[src/dsrc_pkg.sv]
// Shared types, constants and state encodings for the digit-sum range counter.
// No dependencies; imported by every module of the block.
package dsrc_pkg;

	localparam int DIGITS_DEF    = 18;
	localparam int SUM_SLOTS_DEF = 256;
	localparam int VAL_W         = 60;
	localparam int CNT_W         = 61;
	localparam int TBL_W         = 60;
	localparam int SUM_W         = 8;
	localparam int ROW_FW        = 5;
	localparam int COL_FW        = 8;
	localparam int POW_IW        = 5;
	localparam int WIN_LEN       = 10;
	localparam int ADDR_W        = 3;
	localparam int DATA_W        = 32;

	localparam logic REG_IDX_TARGET = 1'b0;

	localparam logic [63:0] POW10_TAB [20] = '{
		64'd1,
		64'd10,
		64'd100,
		64'd1000,
		64'd10000,
		64'd100000,
		64'd1000000,
		64'd10000000,
		64'd100000000,
		64'd1000000000,
		64'd10000000000,
		64'd100000000000,
		64'd1000000000000,
		64'd10000000000000,
		64'd100000000000000,
		64'd1000000000000000,
		64'd10000000000000000,
		64'd100000000000000000,
		64'd1000000000000000000,
		64'd10000000000000000000
	};

	typedef struct packed {
		logic [VAL_W-1:0] range_low;
		logic [VAL_W-1:0] range_high;
	} query_t;

	typedef struct packed {
		logic [VAL_W-1:0] match_count;
		logic [VAL_W-1:0] first_match_res;
		logic             match_found;
	} result_t;

	typedef struct packed {
		logic [ROW_FW-1:0] row;
		logic [COL_FW-1:0] col;
	} tbl_rd_t;

	typedef struct packed {
		logic             go;
		logic [VAL_W-1:0] x;
	} walk_req_t;

	typedef struct packed {
		logic             done;
		logic [CNT_W-1:0] count;
	} walk_rsp_t;

	typedef enum logic [1:0] {
		BL_IDLE,
		BL_INIT,
		BL_ROW,
		BL_DRAIN
	} bld_state_t;

	typedef enum logic [1:0] {
		WK_IDLE,
		WK_RUN,
		WK_DONE
	} walk_state_t;

	typedef enum logic [3:0] {
		C_IDLE,
		C_BUILD,
		C_BASE,
		C_BASE_W,
		C_HIGH,
		C_HIGH_W,
		C_SRCH,
		C_SRCH_W,
		C_DONE
	} ctrl_state_t;

endpackage

[src/dsrc_walk.sv]
// Digit walk: counts 0..x with the target digit sum using the count table.
// Depends on dsrc_pkg; reads the table through one read port of dsrc_table.
module dsrc_walk #(
	parameter int DIGITS    = dsrc_pkg::DIGITS_DEF,
	parameter int SUM_SLOTS = dsrc_pkg::SUM_SLOTS_DEF
) (
	input  logic                       clk,
	input  logic                       arst_n,
	input  logic [dsrc_pkg::SUM_W-1:0] target,
	input  dsrc_pkg::walk_req_t        req,
	output dsrc_pkg::walk_rsp_t        rsp,
	output dsrc_pkg::tbl_rd_t          tbl_rd,
	input  logic [dsrc_pkg::TBL_W-1:0] tbl_data
);
	import dsrc_pkg::*;

	localparam int RW = $clog2(DIGITS + 1);

	walk_state_t      state_q, state_d;
	logic [VAL_W-1:0] rem_q;
	logic [RW-1:0]    pos_q;
	logic [SUM_W-1:0] used_q;
	logic [CNT_W-1:0] total_q;
	logic             add_s1;
	logic [63:0]      pw;
	logic             take, hit, t_ok, pos_zero;

	// one unit of the current digit per cycle; digit exhausted when rem < 10^pos
	assign pw       = POW10_TAB[POW_IW'(pos_q)];
	assign take     = 64'(rem_q) >= pw;
	assign hit      = used_q <= target;
	assign t_ok     = {1'b0, target} < (SUM_W + 1)'(SUM_SLOTS);
	assign pos_zero = pos_q == '0;

	always_comb begin
		state_d = state_q;
		case (state_q)
			WK_IDLE: begin
				if (req.go) state_d = WK_RUN;
			end
			WK_RUN: begin
				if (!take && pos_zero) state_d = WK_DONE;
			end
			WK_DONE: begin
				state_d = WK_IDLE;
			end
			default: begin
				state_d = WK_IDLE;
			end
		endcase
	end

	always_comb begin
		rsp.done   = state_q == WK_DONE;
		rsp.count  = t_ok ? total_q + CNT_W'(used_q == target) : '0;
		tbl_rd.row = ROW_FW'(pos_q);
		tbl_rd.col = COL_FW'(target - used_q);
	end

	always_ff @(posedge clk or negedge arst_n) begin
		if (!arst_n) begin
			state_q <= WK_IDLE;
			add_s1  <= 1'b0;
		end else begin
			state_q <= state_d;
			add_s1  <= (state_q == WK_RUN) && take && hit;
		end
	end

	always_ff @(posedge clk) begin
		if (state_q == WK_IDLE && req.go) begin
			rem_q   <= req.x;
			pos_q   <= RW'(DIGITS - 1);
			used_q  <= '0;
			total_q <= '0;
		end else begin
			if (add_s1) total_q <= total_q + CNT_W'(tbl_data);
			if (state_q == WK_RUN) begin
				if (take) begin
					rem_q  <= rem_q - pw[VAL_W-1:0];
					used_q <= used_q + SUM_W'(1);
				end else if (!pos_zero) begin
					pos_q <= pos_q - RW'(1);
				end
			end
		end
	end

endmodule

[config.mk]
export PLATFORM = sky130hd
export DESIGN_NAME = dsrc_walk
export DESIGN_NICKNAME = d
export VERILOG_FILES = /design/src/dsrc_pkg.sv /design/src/dsrc_walk.sv
export SDC_FILE = /design/constraint.sdc
export NUM_CORES = 1
export LEC_CHECK = 0
export BUFFER_PORTS_ARGS = -buffer_cell sky130_fd_sc_hd__clkbuf_2
export CORE_MARGIN = 1.5
export CORE_UTILIZATION = 45
export CTS_CLUSTER_DIAMETER = 200
export DETAILED_ROUTE_END_ITERATION = 8
export PLACE_DENSITY = 0.65
export SLEW_MARGIN = 40
export SYNTH_ARGS = -nofsm -noshare
export SYNTH_HDL_FRONTEND = slang
export SYNTH_SLANG_ARGS = --single-unit
[constraint.sdc]
create_clock -name clk -period 7 [get_ports clk]
set_input_delay 0.7 -clock clk [delete_from_list [all_inputs] [get_ports clk]]
set_output_delay 0.7 -clock clk [all_outputs]
set_load 0.02 [all_outputs]
==> reports/qor.csv <==
stage,metric,value,unit
timing,tightest_slew,0.801,ns
critical_path,path_buf_inv,2,
synth,synth_common_cells,"209 x a21oi_1, 202 x nand2_1, 187 x nor2_1",
synth,synth_top_area_share,12.5,%
placed_design,place.gp.congestion,0.971,
clock_network,clk_latency,0.44,ns
grt,grt_max_degree,99,
finish,fin_area,0.0162,mm2
timing,rsz0062_at_grt,false,
clock_network,cts_resized,0,
critical_path,path_common_cell,ha_1,
status,outcome,"complete, no violations",
clock_network,tritoncts,yes,
placed_design,placed_area,0.0156,mm2
synth,synth_fa_ha_area_share,12.8,%
finish,area_growth,12.6,%
critical_path,crit_type,register to primary output,
floorplan,die-area,0.0331,mm2
timing,timing.final.crit_share,78.5,%
timing,setup_tns,0,ns
critical_path,worstSetupStartpointType,register,
floorplan,core-area,0.0316,mm2
floorplan,start_util,45.6,%
synth,netlist_area,0.0144,mm2
synth,synth-compound-area-share,24.4,%
critical_path,critPathRequiredTime,6.30,ns
clock_network,htree_levels,4,
synth,yosys.area.top_type,edfxtp_1,
synth,ys_ff_latch,137,
routing,viasPerCell,5.85,
timing,whs,0.0393,ns
critical_path,worstPathCellList,"inv_1, ha_1, nand4_1, nor2_1, ha_1, ha_1, nand2_1, nor2_1, nand3_1, nor3_2, and3_1, nand2_1, nor2_2, nand3_1, xnor2_1, clkbuf_2",
synth,synthCells,1897,
finish,nets,2312,
grt,grt_pass1_vias,13500,
synth,synth.yosys.seq_area_share,23.3,%
timing,setup_viol,0,
run,drv_cap,0,
routing,drc,0,
synth,syn_area_per_cell,7.59,um2
grt,grt_overflow,0,
critical_path,crit_slowest_cell,nor3_2,
floorplan,fp-row-count,65,
critical_path,worstPathArrival,4.80,ns
critical_path,rr_worst_depth,15,
synth,yosys_most_used_dff,dfxtp_1,
synth,async_flop_share,2.19,%
timing,hold_viol_final,0,
synth,synth_xor_area_share,10.4,%
routing,ant_nets,0,
finish,drive_gt1_share,13.7,%
critical_path,crit_family,simple AND/OR/NAND/NOR gates,
synth,post_synth_num_cell_types,80,
routing,detail_route.wirelength,44.5,mm
critical_path,critPathMaxStageDelay,0.51,ns
routing,first_pass_iters,6,
synth,synthSimpleGateAreaFrac,22.2,%
placed_design,port-buffer-count,205,
timing,slew_viol_final,0,
timing,skew,0.0159,ns
timing,period_minus_slack,5.50,ns
critical_path,critPathCaptureType,primary output,
clock_network,cts.clk_slew.worst_paths,0.07,ns
synth,synth_edf_count,60,
floorplan,io_pins,206,
synth,yosysMostFrequentCell,a21oi_1,
grt,track_usage,26.5,%
floorplan,die_y,182,um
routing,vias,14300,
floorplan,dieWidth,182,um
timing,fmax,182,MHz
synth,synthMuxAreaShare,2.64,%
routing,drtIter0Drc,1211,
clock_network,cts_hold_buf,0,
clock_network,cts-root-buf,clkbuf_16,
synth,synthTopCellsByArea,"edfxtp_1 13%, ha_1 12%, dfxtp_1 10%",
finish,fill_cells,3145,
clock_network,clockBufferDepth,2,
clock_network,cts.sinks,137,
clock_network,cts_setup_buffers,0,
timing,max_slew_margin,46.6,%
synth,synth_nets,2173,
hold_path,min_path_type,primary input to async pin,
critical_path,cp.depth,16,
grt,grt_first_pass_wirelength,70.4,mm
grt,antenna_found_initial,3,
synth,synth_top_family_by_area,compound AO/OA/AOI/OAI gates,
routing,wl_per_cell,18.1,um
critical_path,path_max_fanout,6,
placed_design,dp_hpwl,34.6,mm
synth,ys_warn_count,0,
clock_network,cts_buffers,17,
==> final timing paths <==
check,start,endpoint,slack (ns)
setup / recovery,used_q[2],rsp[60],1.50
hold / removal,arst_n,state_q[0],0.04
setup reg to reg,pos_q[0],rem_q[27],1.67
hold reg to reg,total_q[60],total_q[60],0.50
max in group asynchronous,arst_n,add_s1,6.84
min in group clk,total_q[60],total_q[60],0.50
==> cells in the final DEF (no fill, tap or decap), types with 38 or more instances in the layout <==
| master | n |
|---|---|
| a21o_1 | 57 |
| a21oi_1 | 209 |
| clkbuf_2 | 205 |
| dfxtp_1 | 73 |
| edfxtp_1 | 60 |
| ha_1 | 142 |
| inv_1 | 67 |
| mux2i_1 | 38 |
| nand2_1 | 201 |
| nand3_1 | 70 |
| nand4_1 | 50 |
| nor2_1 | 187 |
| o21ai_0 | 116 |
| xnor2_1 | 125 |
| xor2_1 | 46 |
==> metal layers <==
metal | routed length [um] | vias up | track usage, %
met2 | 19200 | 486 | 40.7
met5 | 27 | - | 0
met1 | 21600 | 6669 | 37.7
met4 | 790 | 4 | 6.48
met3 | 2930 | 50 | 5.68
li1 | - | 7134 | -
==> area by class of cell <==
type                       count  area [um2]  area share [%]
clock buffer                  18         450            2.78
clock inverter                14         134           0.825
sequential                   137        3360            20.7
timing repair buffer         213        1090            6.72
antenna                        1        2.50          0.0154
tap                          402         503            3.10
multi-input combinational   1600       10400            64.3
inverter                      67         251            1.55
==> through the flow <==
step	setup WS [ns]	cells	utilization, %
2_1_floorplan	1.79	1897	-
6_report	1.50	2452	51.4
4_1_cts	1.50	2451	51.4
3_3_place_gp	1.78	2419	49.5
3_5_place_dp	1.64	2419	49.5
5_1_grt	1.16	2452	51.4
==> sequential cells by signal, indices dropped and copies added, names as in the netlist <==
name and cells:
total_q 61, rem_q 60, used_q 8, pos_q 5, state_q 2, add_s1 1
==> kinds of logic after synthesis <==
family | after synthesis
AOI/OAI and AO/OA | 571
xor gates and xnor gates | 171
adders and majority gates | 145
buffers and inverters | 160
DFF | 137
muxes | 38
and+or+nand+nor | 675
Power is left out: the tool's default activity adds up to more than one toggle a clock period on the data nets, which glitch-free logic cannot reach.
